[src/hdl/dws_pkg.sv]
// ----------------------------------------------------------------------------
// dws_pkg
// Shared types and codes for the double-ended queue with search.
// ----------------------------------------------------------------------------
package dws_pkg;

    // Request codes carried in the action field.
    typedef enum logic [2:0] {
        ACT_PUSH_FRONT = 3'd0,
        ACT_PUSH_BACK  = 3'd1,
        ACT_POP_FRONT  = 3'd2,
        ACT_POP_BACK   = 3'd3,
        ACT_SEARCH     = 3'd4
    } action_t;

    // Completion codes carried in the status field.
    typedef enum logic [1:0] {
        ST_DONE  = 2'd0,
        ST_EMPTY = 2'd1,
        ST_FULL  = 2'd2
    } status_t;

    // Controller states.
    typedef enum logic [1:0] {
        S_IDLE,
        S_SEARCH,
        S_DONE
    } state_t;

    // Per-cycle command broadcast to every storage cell.
    typedef struct packed {
        logic shift_right;   // push at the front: every entry moves one place back
        logic shift_left;    // pop at the front: every entry moves one place forward
        logic push_back;     // write the new value into the first free cell
    } cell_cmd_t;

endpackage

[src/hdl/dws_if.sv]
// ----------------------------------------------------------------------------
// dws_if
// Valid/ready channels for requests into and results out of the queue.
// ----------------------------------------------------------------------------

// Request channel: one queue operation and its operand.
interface dws_req_if;
    logic              valid;
    logic              ready;
    logic [2:0]        action;
    logic signed [31:0] value;

    modport source (output valid, output action, output value, input ready);
    modport sink   (input valid, input action, input value, output ready);
endinterface

// Result channel: search outcome and completion status.
interface dws_rsp_if;
    logic       valid;
    logic       ready;
    logic       found;
    logic [1:0] status;

    modport source (output valid, output found, output status, input ready);
    modport sink   (input valid, input found, input status, output ready);
endinterface

[src/hdl/dws_cell.sv]
// ----------------------------------------------------------------------------
// dws_cell
// One storage cell of the queue: holds the entry at a fixed position from
// the front and passes a search key along to the next cell.
// ----------------------------------------------------------------------------
module dws_cell
    import dws_pkg::*;
#(
    parameter int CNT_W = 5,
    parameter int IDX   = 0
)
(
    input  logic               clk,
    input  logic               rst_n,
    input  cell_cmd_t          cmd,
    input  logic [CNT_W-1:0]   count,
    input  logic signed [31:0] value,
    input  logic signed [31:0] left_data,
    input  logic signed [31:0] right_data,
    output logic signed [31:0] data,
    input  logic signed [31:0] key_in,
    input  logic               tok_in,
    input  logic               hit_in,
    output logic signed [31:0] key_out,
    output logic               tok_out,
    output logic               hit_out
);

    localparam logic [CNT_W-1:0] IDX_C = CNT_W'(IDX);

    logic signed [31:0] data_reg;
    logic signed [31:0] data_next;
    logic signed [31:0] key_reg;
    logic               tok_reg;
    logic               tok_next;
    logic               hit_reg;
    logic               hit_next;
    logic               occupied;

    // The cell holds a live entry when its position lies below the count.
    assign occupied = (IDX_C < count);

    // Entry update: shift with the neighbours or take a value at the back.
    always_comb
    begin
        data_next = data_reg;
        if (cmd.shift_right)
        begin
            data_next = left_data;
        end
        else if (cmd.shift_left)
        begin
            data_next = right_data;
        end
        else if (cmd.push_back && (count == IDX_C))
        begin
            data_next = value;
        end
    end

    always_ff @(posedge clk)
    begin
        data_reg <= data_next;
        key_reg  <= key_in;
    end

    // The search token moves one cell a cycle and gathers a match on the way.
    always_comb
    begin
        tok_next = tok_in;
        hit_next = hit_in | (tok_in & occupied & (data_reg == key_in));
    end

    always_ff @(posedge clk or negedge rst_n)
    begin
        if (!rst_n)
        begin
            tok_reg <= 1'b0;
            hit_reg <= 1'b0;
        end
        else
        begin
            tok_reg <= tok_next;
            hit_reg <= hit_next;
        end
    end

    assign data    = data_reg;
    assign key_out = key_reg;
    assign tok_out = tok_reg;
    assign hit_out = hit_reg;

endmodule

[src/hdl/deque_with_search.sv]
// ----------------------------------------------------------------------------
// deque_with_search
// Bounded double-ended queue of signed 32-bit values with a search request.
// ----------------------------------------------------------------------------
// The queue is a row of DEPTH cells; cell k always holds the k-th entry from
// the front, so a push or pop at the front moves every entry one cell, while
// a push or pop at the back only touches the count. Each request gives
// exactly one result. Pushes and pops complete when taken, and a new request
// can be taken in every cycle while the result register drains. A search
// sends the key down the row of cells, one cell per cycle; its result is
// registered once the token leaves the last cell and the result register is
// free, and no further request is taken until then. A push into a full
// queue is dropped with status full; a pop on an empty queue reports empty.
// ----------------------------------------------------------------------------
module deque_with_search
    import dws_pkg::*;
#(
    parameter int DEPTH = 16
)
(
    input  logic      clk,
    input  logic      rst_n,
    dws_req_if.sink   req,
    dws_rsp_if.source rsp
);

    localparam int               CNT_W   = $clog2(DEPTH + 1);
    localparam logic [CNT_W-1:0] DEPTH_C = CNT_W'(DEPTH);

    state_t             state_reg;
    state_t             state_next;
    logic [CNT_W-1:0]   count_reg;
    logic [CNT_W-1:0]   count_next;
    logic               rsp_valid_reg;
    logic               rsp_valid_next;
    logic               found_reg;
    logic               found_next;
    status_t            status_reg;
    status_t            status_next;
    logic               hold_reg;
    logic               hold_next;

    cell_cmd_t          cmd;
    logic               accept;
    logic               rsp_free;
    logic               full;
    logic               empty;
    logic               search_start;

    logic signed [31:0] data_w [DEPTH];
    logic signed [31:0] key_w  [DEPTH];
    logic [DEPTH-1:0]   tok_w;
    logic [DEPTH-1:0]   hit_w;

    assign full     = (count_reg == DEPTH_C);
    assign empty    = (count_reg == '0);
    assign rsp_free = !rsp_valid_reg || rsp.ready;
    assign req.ready = (state_reg == S_IDLE) && rsp_free;
    assign accept   = req.valid && req.ready;

    // Row of storage cells.
    for (genvar i = 0; i < DEPTH; i++)
    begin : g_cell
        logic signed [31:0] left_d;
        logic signed [31:0] right_d;
        logic signed [31:0] key_d;
        logic               tok_d;
        logic               hit_d;

        if (i == 0)
        begin : g_head
            assign left_d = req.value;
            assign key_d  = req.value;
            assign tok_d  = search_start;
            assign hit_d  = 1'b0;
        end
        else
        begin : g_body
            assign left_d = data_w[i-1];
            assign key_d  = key_w[i-1];
            assign tok_d  = tok_w[i-1];
            assign hit_d  = hit_w[i-1];
        end

        if (i == DEPTH - 1)
        begin : g_tail
            assign right_d = data_w[i];
        end
        else
        begin : g_inner
            assign right_d = data_w[i+1];
        end

        dws_cell #(
            .CNT_W (CNT_W),
            .IDX   (i)
        ) u_cell (
            .clk        (clk),
            .rst_n      (rst_n),
            .cmd        (cmd),
            .count      (count_reg),
            .value      (req.value),
            .left_data  (left_d),
            .right_data (right_d),
            .data       (data_w[i]),
            .key_in     (key_d),
            .tok_in     (tok_d),
            .hit_in     (hit_d),
            .key_out    (key_w[i]),
            .tok_out    (tok_w[i]),
            .hit_out    (hit_w[i])
        );
    end

    // Request decode, count update, result register and controller.
    always_comb
    begin
        state_next     = state_reg;
        count_next     = count_reg;
        rsp_valid_next = rsp_valid_reg && !rsp.ready;
        found_next     = found_reg;
        status_next    = status_reg;
        hold_next      = hold_reg;
        cmd            = '0;
        search_start   = 1'b0;

        unique case (state_reg)
            S_IDLE:
            begin
                if (accept)
                begin
                    rsp_valid_next = 1'b1;
                    found_next     = 1'b0;
                    status_next    = ST_DONE;
                    unique case (req.action)
                        ACT_PUSH_FRONT:
                        begin
                            if (full)
                            begin
                                status_next = ST_FULL;
                            end
                            else
                            begin
                                cmd.shift_right = 1'b1;
                                count_next      = count_reg + CNT_W'(1);
                            end
                        end
                        ACT_PUSH_BACK:
                        begin
                            if (full)
                            begin
                                status_next = ST_FULL;
                            end
                            else
                            begin
                                cmd.push_back = 1'b1;
                                count_next    = count_reg + CNT_W'(1);
                            end
                        end
                        ACT_POP_FRONT:
                        begin
                            if (empty)
                            begin
                                status_next = ST_EMPTY;
                            end
                            else
                            begin
                                cmd.shift_left = 1'b1;
                                count_next     = count_reg - CNT_W'(1);
                            end
                        end
                        ACT_POP_BACK:
                        begin
                            if (empty)
                            begin
                                status_next = ST_EMPTY;
                            end
                            else
                            begin
                                count_next = count_reg - CNT_W'(1);
                            end
                        end
                        ACT_SEARCH:
                        begin
                            rsp_valid_next = rsp_valid_reg && !rsp.ready;
                            search_start   = 1'b1;
                            state_next     = S_SEARCH;
                        end
                        default:
                        begin
                            // Unused codes leave the queue alone and report done.
                        end
                    endcase
                end
            end
            S_SEARCH:
            begin
                if (tok_w[DEPTH-1])
                begin
                    if (rsp_free)
                    begin
                        rsp_valid_next = 1'b1;
                        found_next     = hit_w[DEPTH-1];
                        status_next    = ST_DONE;
                        state_next     = S_IDLE;
                    end
                    else
                    begin
                        hold_next  = hit_w[DEPTH-1];
                        state_next = S_DONE;
                    end
                end
            end
            S_DONE:
            begin
                if (rsp_free)
                begin
                    rsp_valid_next = 1'b1;
                    found_next     = hold_reg;
                    status_next    = ST_DONE;
                    state_next     = S_IDLE;
                end
            end
            default:
            begin
                state_next = S_IDLE;
            end
        endcase
    end

    always_ff @(posedge clk or negedge rst_n)
    begin
        if (!rst_n)
        begin
            state_reg     <= S_IDLE;
            count_reg     <= '0;
            rsp_valid_reg <= 1'b0;
        end
        else
        begin
            state_reg     <= state_next;
            count_reg     <= count_next;
            rsp_valid_reg <= rsp_valid_next;
        end
    end

    always_ff @(posedge clk)
    begin
        found_reg  <= found_next;
        status_reg <= status_next;
        hold_reg   <= hold_next;
    end

    assign rsp.valid  = rsp_valid_reg;
    assign rsp.found  = found_reg;
    assign rsp.status = status_reg;

`ifndef NO_ASSERTIONS
    // The count never exceeds the number of cells.
    a_count_range: assert property (@(posedge clk) disable iff (!rst_n)
        count_reg <= DEPTH_C)
        else $error("queue count above depth");

    // At most one search key travels down the row at a time.
    a_one_token: assert property (@(posedge clk) disable iff (!rst_n)
        $onehot0(tok_w))
        else $error("more than one search token in the cells");

    // A token only reaches the last cell while a search is under way.
    a_token_state: assert property (@(posedge clk) disable iff (!rst_n)
        tok_w[DEPTH-1] |-> (state_reg == S_SEARCH))
        else $error("search token outside a search");

    // The queue count does not change while a search runs.
    a_search_stable: assert property (@(posedge clk) disable iff (!rst_n)
        (state_reg == S_SEARCH) |=> $stable(count_reg))
        else $error("count changed during a search");

    // A pop on an empty queue reports empty in the next cycle.
    a_pop_empty: assert property (@(posedge clk) disable iff (!rst_n)
        (accept && empty && ((req.action == ACT_POP_FRONT) || (req.action == ACT_POP_BACK)))
        |=> (rsp_valid_reg && (status_reg == ST_EMPTY)))
        else $error("pop on empty queue not reported");
`endif

endmodule

[src/flat_wrapper.sv]
// flat-port wrapper written by rule: the top's interface ports become plain ports
module deque_with_search_flat import dws_pkg::*;
#(
    parameter int DEPTH = 16
)
  (clk, rst_n, req_valid, req_action, req_value, req_ready, rsp_valid, rsp_found, rsp_status, rsp_ready);
  dws_req_if req_i ();
  dws_rsp_if rsp_i ();
  input  logic clk;
  input  logic rst_n;
  input wire logic [$bits(req_i.valid)-1:0] req_valid;
  input wire logic [$bits(req_i.action)-1:0] req_action;
  input wire logic [$bits(req_i.value)-1:0] req_value;
  output wire logic [$bits(req_i.ready)-1:0] req_ready;
  output wire logic [$bits(rsp_i.valid)-1:0] rsp_valid;
  output wire logic [$bits(rsp_i.found)-1:0] rsp_found;
  output wire logic [$bits(rsp_i.status)-1:0] rsp_status;
  input wire logic [$bits(rsp_i.ready)-1:0] rsp_ready;
  assign req_i.valid = req_valid;
  assign req_i.action = req_action;
  assign req_i.value = req_value;
  assign req_ready = req_i.ready;
  assign rsp_valid = rsp_i.valid;
  assign rsp_found = rsp_i.found;
  assign rsp_status = rsp_i.status;
  assign rsp_i.ready = rsp_ready;
  deque_with_search #(.DEPTH(DEPTH)) u_core (.clk(clk), .rst_n(rst_n), .req(req_i), .rsp(rsp_i));
endmodule
[config.mk]
export PLATFORM = sky130hd
export DESIGN_NAME = deque_with_search_flat
export DESIGN_NICKNAME = d
export VERILOG_FILES = /design/src/hdl/dws_pkg.sv /design/src/hdl/dws_if.sv /design/src/hdl/dws_cell.sv /design/src/hdl/deque_with_search.sv /design/src/flat_wrapper.sv
export SDC_FILE = /design/constraint.sdc
export NUM_CORES = 2
export LEC_CHECK = 0
export ABC_AREA = 1
export ABC_CLOCK_PERIOD_IN_PS = 9600
export BUFFER_PORTS_ARGS = -buffer_cell sky130_fd_sc_hd__clkbuf_2
export CORE_AREA = 2 2 298 300
export DETAILED_ROUTE_END_ITERATION = 7
export DIE_AREA = 0 0 300 302
export PLACE_DENSITY_LB_ADDON = 0.2
export SLEW_MARGIN = 0
export SYNTH_ARGS = -nofsm -noshare
export SYNTH_HDL_FRONTEND = slang
export SYNTH_SLANG_ARGS = --single-unit
[constraint.sdc]
create_clock -name clk -period 9.6 [get_ports clk]
set_clock_uncertainty 0.2 [all_clocks]
set_input_delay 0.96 -clock clk [delete_from_list [all_inputs] [get_ports clk]]
set_output_delay 0.96 -clock clk [all_outputs]
set_load 0.02 [all_outputs]
Yosys cells after proc, flatten, opt, wreduce, memory -nomap -nowiden
Cells that the tools add are included.
- bits in registers: 1036
- latch bits: 0
- bits in writable memories: 0
- ROM bits: 0
- input bits: 39
- output and inout port bits: 5
- word-level logic and storage cells: 316
- memories kept: 0
- $add $sub $neg: 2
- multipliers: 0
- div/mod/pow operators: 0
- magnitude comparators: 16
- eq/ne operators: 46
- shift operators: 0
- mux-type cells: 84
- bitwise gates (word level): 48
- reductions and logical operators: 51
- operators by type and width (cell ; number):
    32-bit 2-to-1 mux ; 48
    32-bit == test ; 16
    3-bit nonzero test ; 16
    5-bit by 4-bit == test with 1-bit output (second input constant) ; 8
    4-bit by 5-bit less-than comparator with 1-bit output (first input constant) ; 8
    1-bit bitwise AND ; 32
    5-bit by 3-bit == test with 1-bit output (second input constant) ; 4
    3-bit by 5-bit less-than comparator with 1-bit output (first input constant) ; 4
    1-bit logical AND ; 19
    2-bit 2-to-1 mux ; 9
    1-bit 2-to-1 mux ; 17
    1-bit bitwise OR ; 15
    2-bit one-hot mux with 3 select lines ; 2
    5-bit by 2-bit == test with 1-bit output (second input constant) ; 2
    1-bit by 5-bit less-than comparator with 1-bit output (first input constant) ; 2
    2-bit by 5-bit less-than comparator with 1-bit output (first input constant) ; 2
    5-bit 2-to-1 mux ; 2
    5-bit one-hot mux with 2 select lines ; 1
    5-bit AND reduction ; 2
    2-bit by 1-bit inequality test with 1-bit output (second input constant) ; 4
    2-bit inequality test (second input constant) ; 4
    3-bit by 2-bit == test with 1-bit output (second input constant) ; 2
    3-bit 2-to-1 mux ; 2
    1-bit one-hot mux with 3 select lines ; 2
    20 further kinds ; 24

Depth between registers and ports, before layout
- depth after elaboration: 10
- gate-level depth with buffers: 13
- gate-level depth less buffers: 10

Cells and area by module
Synthesis repeated with hierarchy kept, for this count alone.
- cells, all modules: 5772
- area, all modules: 47972.3 um2
- modules (own cells, without submodules) (module ; times used ; cells each ; area each (um2) ; sequential area each (um2)):
    dws_cell at u_core.g_cell[14].u_cell ; 1 ; 371 ; 2987.9 ; 1651.6
    dws_cell at u_core.g_cell[13].u_cell ; 1 ; 372 ; 2986.6 ; 1651.6
    dws_cell at u_core.g_cell[2].u_cell ; 1 ; 376 ; 2985.4 ; 1651.6
    dws_cell at u_core.g_cell[4].u_cell ; 1 ; 359 ; 2967.8 ; 1651.6
    dws_cell at u_core.g_cell[11].u_cell ; 1 ; 359 ; 2955.3 ; 1651.6
    dws_cell at u_core.g_cell[1].u_cell ; 1 ; 361 ; 2951.6 ; 1651.6
    dws_cell at u_core.g_cell[12].u_cell ; 1 ; 360 ; 2950.3 ; 1651.6
    dws_cell at u_core.g_cell[6].u_cell ; 1 ; 357 ; 2947.8 ; 1651.6
    dws_cell at u_core.g_cell[5].u_cell ; 1 ; 358 ; 2941.6 ; 1651.6
    dws_cell at u_core.g_cell[3].u_cell ; 1 ; 352 ; 2935.3 ; 1651.6
    dws_cell at u_core.g_cell[7].u_cell ; 1 ; 338 ; 2926.6 ; 1651.6
    dws_cell at u_core.g_cell[0].u_cell ; 1 ; 348 ; 2914.0 ; 1651.6
    dws_cell at u_core.g_cell[9].u_cell ; 1 ; 340 ; 2895.3 ; 1651.6
    dws_cell at u_core.g_cell[10].u_cell ; 1 ; 332 ; 2885.3 ; 1651.6
    +3 rows ; n/a ; n/a ; n/a ; n/a

Worst setup path before layout
OpenSTA, ideal clock, no wires.
- path type: input-to-reg
- start point: input port req_valid
- end point: register u_core.g_cell[15].u_cell.data_reg[0], enable pin
- setup time: 0.466 ns
- arrival: 4.130 ns
- required time: 8.934 ns
- path slack: 4.804 ns
- stages: 7
- buffers on the path: 1
- cells stage by stage: inv_1 > nor3_4 > inv_1 > nor3_1 > buf_2 > nand2_1 > o21ai_0
- word-level cells in the longest chain between the ends: 6
- elaborated cells on any way between the ends: 7
- classes of those cells: eq/ne: 1; mux: 2; reduce/logical: 4
- ends and longest elaborated chain (element ; line ; text):
    start: declaration ; flat_wrapper.sv:11 ; input wire logic [$bits(req_i.valid)-1:0] req_valid;
    1-bit logical AND (*) ; deque_with_search.sv:59 ; assign accept = req.valid && req.ready;
    3-bit 2-to-1 mux (*) ; deque_with_search.sv:130 ; if (accept)
    3-bit 2-to-1 mux (*) ; deque_with_search.sv:127 ; unique case (state_reg)
    1-bit logical AND ; dws_cell.sv:55 ; else if (cmd.push_back && (count == IDX_C))
    2-bit nonzero test (no source line) ; n/a ;
    2-bit AND reduction (no source line) (*) ; n/a ;
    end signal: assignment ; dws_cell.sv:63 ; data_reg <= data_next;
    end: declaration ; dws_cell.sv:31 ; logic signed [31:0] data_reg;
Mark *: on every way between the ends. The rest lies on a longest branch, timed or not.
A chain may end at the register's enable or synchronous reset.

Worst setup path after layout
- start point: register u_core.count_reg[0]
- end point: register u_core.g_cell[4].u_cell.data_reg[29], enable pin
- word-level cells in the longest chain between the ends: 7
- elaborated cells on any way between the ends: 12
- classes of those cells: eq/ne: 2; mux: 7; reduce/logical: 3
- ends and longest elaborated chain (element ; line ; text):
    start: declaration ; deque_with_search.sv:32 ; logic [CNT_W-1:0] count_reg;
    start signal: assignment ; deque_with_search.sv:242 ; count_reg <= count_next;
    5-bit == test ; deque_with_search.sv:55 ; assign full = (count_reg == DEPTH_C);
    1-bit 2-to-1 mux ; deque_with_search.sv:138, deque_with_search.sv:150 ;
    1-bit 2-to-1 mux ; deque_with_search.sv:135 ; unique case (req.action)
    3-bit 2-to-1 mux ; deque_with_search.sv:130 ;
    3-bit 2-to-1 mux ; deque_with_search.sv:127 ;
    1-bit logical AND ; dws_cell.sv:55 ;
    3-bit nonzero test (no source line) (*) ; n/a ;
    end signal: assignment ; dws_cell.sv:63 ;
    end: declaration ; dws_cell.sv:31 ;
Marked as above.

==> reports/metrics.cfg <==
[placement]
place_area_um2 = 44600
dpl.hpwl_um = 85000
pre_cts_slack_ns = 4.47
gp_congestion = 0.999
port_buffers = 43

[cells_and_area]
fillCellCount = 7919
regArea_um2 = 26100
largest_reg_flops = 512
final_area_um2 = 48200
area_delta_synth_final_pct = 10.8
multiInputGateArea_um2 = 14400
drive_above_1_share = 0.0630
nets = 4970

[sta]
finalHoldViolations = 0
slew_violations = 0
post-route-period-util = 0.523
clock.fmax_mhz = 199
postLayoutSetupSlackWorst_ns = 4.58
min_period_ns = 5.02
fin_setup_tns_ns = 0
hold_ws_ns = 0.149
maxSlewHeadroom = 0.183
worst_slew_pin_slew_ns = 1.23
setup_viol = 0
rsz0062_at_grt = no

[critical_path]
worstReg2RegEnd = u_core.g_cell[4].u_cell.data[29]
critPathMaxFanout = 219
cp-startpoint = u_core.count_reg[0]
cp_slowest_cell = nand2_2
cp-end-kind = register
crit_chain = inv_1 -> ha_1 -> inv_1 -> nor2_2 -> nor3_2 -> nand2_4 -> inv_16 -> nor2_2 -> buf_4 -> nand2_2
slowest_delay_ns = 0.62
r2r_slack_ns = 4.58
cp_top_family = simple AND/OR/NAND/NOR gates
cp_data_required_time_ns = 9.59
crit_buf_inv = 4
reg2reg_depth = 10
reg2reg_from = u_core.count_reg[0]
worstPathArrival_ns = 5.01
critPathKind = reg2reg
worstSetupStartpointType = register

[die]
initial_core_util = 0.497
dieArea_um2 = 90600
ioPinCount = 44
die_h_um = 302
core-area_um2 = 87600
die_x_um = 300
rows = 109

[global_route]
grt_pass1_vias = 29300
grt.overflow.total = 0
grt_max_degree = 220
busiest_layer = met1
met1_usage = 0.395
grt_pass1_wl_um = 179000
grt_use_total = 0.260
grt_antenna_before_repair = 5
use_met2 = 0.387
grtUsageMet3 = 0.0333

[clock_network]
cts_sinks = 1036
clk_latency_ns = 0.66
cts_max_path_buffers = 3
postCtsHoldBufs = 0
htreeDepth = 3
postCtsSetupRepairBufs = 0
path_clk_slew_ns = 0.07
cts-resized-gates = 0
cts_tree = done
numCtsBuffers = 108
root_buffer = clkbuf_16

[logic_synthesis]
netlist_instances = 4908
synth_top_area_cell = edfxtp_1
synth_area_um2 = 43500
synth_top_area_frac = 0.356
syn_nets = 4957
ys_seq_elements = 1036
synth_cell_types = 40
avgSynthCellArea_um2 = 8.86
ys_warn_count = 0
synth_area_leaders = edfxtp_1 (36%), dfxtp_1 (22%), nand2_1 (16%)
ys_seq_area_frac = 0.600

[power]
p_leak_nw = 20.5
power_per_cell_area_nw_per_um2 = 226
ir_worst_vdd_mv = 0.154

[detailed_routing]
via_per_inst = 5.12
routed_wl_um = 118000
drt_pass1_iterations = 5
wl_per_cell_um = 19.1
vias = 31700
drt_iter0_drc = 3765
antenna_left = 0
drc = 0

[min_path]
hold_path.class = reg2reg
holdPathStages = 0
min_from = u_core.g_cell[0].u_cell.key_out[17]
holdPathEnd = u_core.g_cell[1].u_cell.key_out[17]

[run_status]
outcome = completed

[flow_run]
cap_violations = 0

-- cells in the mapped netlist (all sizes together) --
cell,n
nand2,1844
inv,584
nand3,545
edfxtp,516
dfxtp,480
nor2,302
xnor2,172
buf,140
o21ai,112
xor2,47
dfrtp,40
nand4,39
or2,29
clkbuf,16
ha,10
o22ai,10
nor3,6
a21oi,4
o21bai,4
a21boi,3
a22oi,1
nand3b,1
nor3b,1
nor4,1
o2bb2ai,1
-- worst reg2reg max path, delay by kind of cell (launching register included) --
kind / cells / cell delay, ns
flip-flops: 1 / 0.46
adder cells (fa/ha/maj): 1 / 0.37
AND/OR/NAND/NOR: 5 / 2.44
buffers and inverters: 4 / 1.06
-- cell usage in the layout (no fill, tap or decap), types with 3 or more instances in the layout --
cell,netlist,final
nand2_1,1841,1833
inv_1,580,580
edfxtp_1,516,516
nand3_1,513,513
dfxtp_1,480,480
nor2_1,297,297
xnor2_1,172,172
clkbuf_16,0,112
o21ai_0,111,103
xor2_1,47,47
clkbuf_2,1,43
dfrtp_1,40,40
nand4_1,39,39
clkbuf_1,15,31
or2_2,29,29
clkbuf_8,0,23
nand3_2,22,22
clkinv_2,0,16
buf_4,14,14
nand3_4,10,10
o22ai_1,10,10
ha_1,10,10
nand2_2,2,9
clkinv_1,0,9
o21ai_4,0,8
bufinv_16,0,7
nor2_2,4,4
a21oi_1,4,4
nor3_1,4,4
o21bai_1,4,4
clkinvlp_4,0,4
diode_2,0,3
a21boi_0,3,3
-- where the power goes --
part	internal [mW]	switching (mW)	total [mW]	leakage, nW
sequential	5.06	0.278	5.34	9.28
clock	2.51	1.75	4.25	1.78
combinational	0.369	0.911	1.28	9.47
-- cells by family after synthesis --
group,after synthesis,synth area share
buf+inv,740,0.0711
fa+ha+maj,10,0.00288
flops,1036,0.600
simple gates,2768,0.265
compound gates,135,0.0164
xor+xnor,219,0.0441
-- metal layers --
metal  vias up  wire [um]
li1      15500          -
met1     14800      55000
met2      1213      51200
met4         0       3040
met3       133       8980
met5         -          0
-- final cells by class --
type / instances / share of cell area
Multi-Input combinational cell: 3132 / 0.299
Sequential cell: 1036 / 0.542
Antenna cell: 3 / 0.000156
Timing Repair Buffer: 59 / 0.00748
Clock inverter: 40 / 0.00839
Clock buffer: 166 / 0.0671
Inverter: 584 / 0.0460
Tap cell: 1165 / 0.0302
-- how the worst max path moves through the flow --
stage,end,slack (ns),cells past startpoint
3_5_place_dp,u_core.g_cell[3].u_cell.data[13],4.47,9
5_1_grt,u_core.g_cell[1].u_cell.data[3],4.34,11
2_1_floorplan,u_core.g_cell[15].u_cell.data[0],4.80,7
4_1_cts,u_core.g_cell[1].u_cell.data[3],4.73,10
3_3_place_gp,u_core.g_cell[1].u_cell.data[12],4.57,9
6_report,u_core.g_cell[4].u_cell.data[29],4.58,10
-- stage by stage --
step                utilization  cells  power (mW)
finish                    0.550   6185        10.9
global route              0.550   6183        11.3
detailed placement        0.509   5976        6.69
global placement          0.509   5976        6.66
CTS                       0.550   6182        10.9
floorplan                     -   4908        6.21
Power figures use the tool's default switching activity.
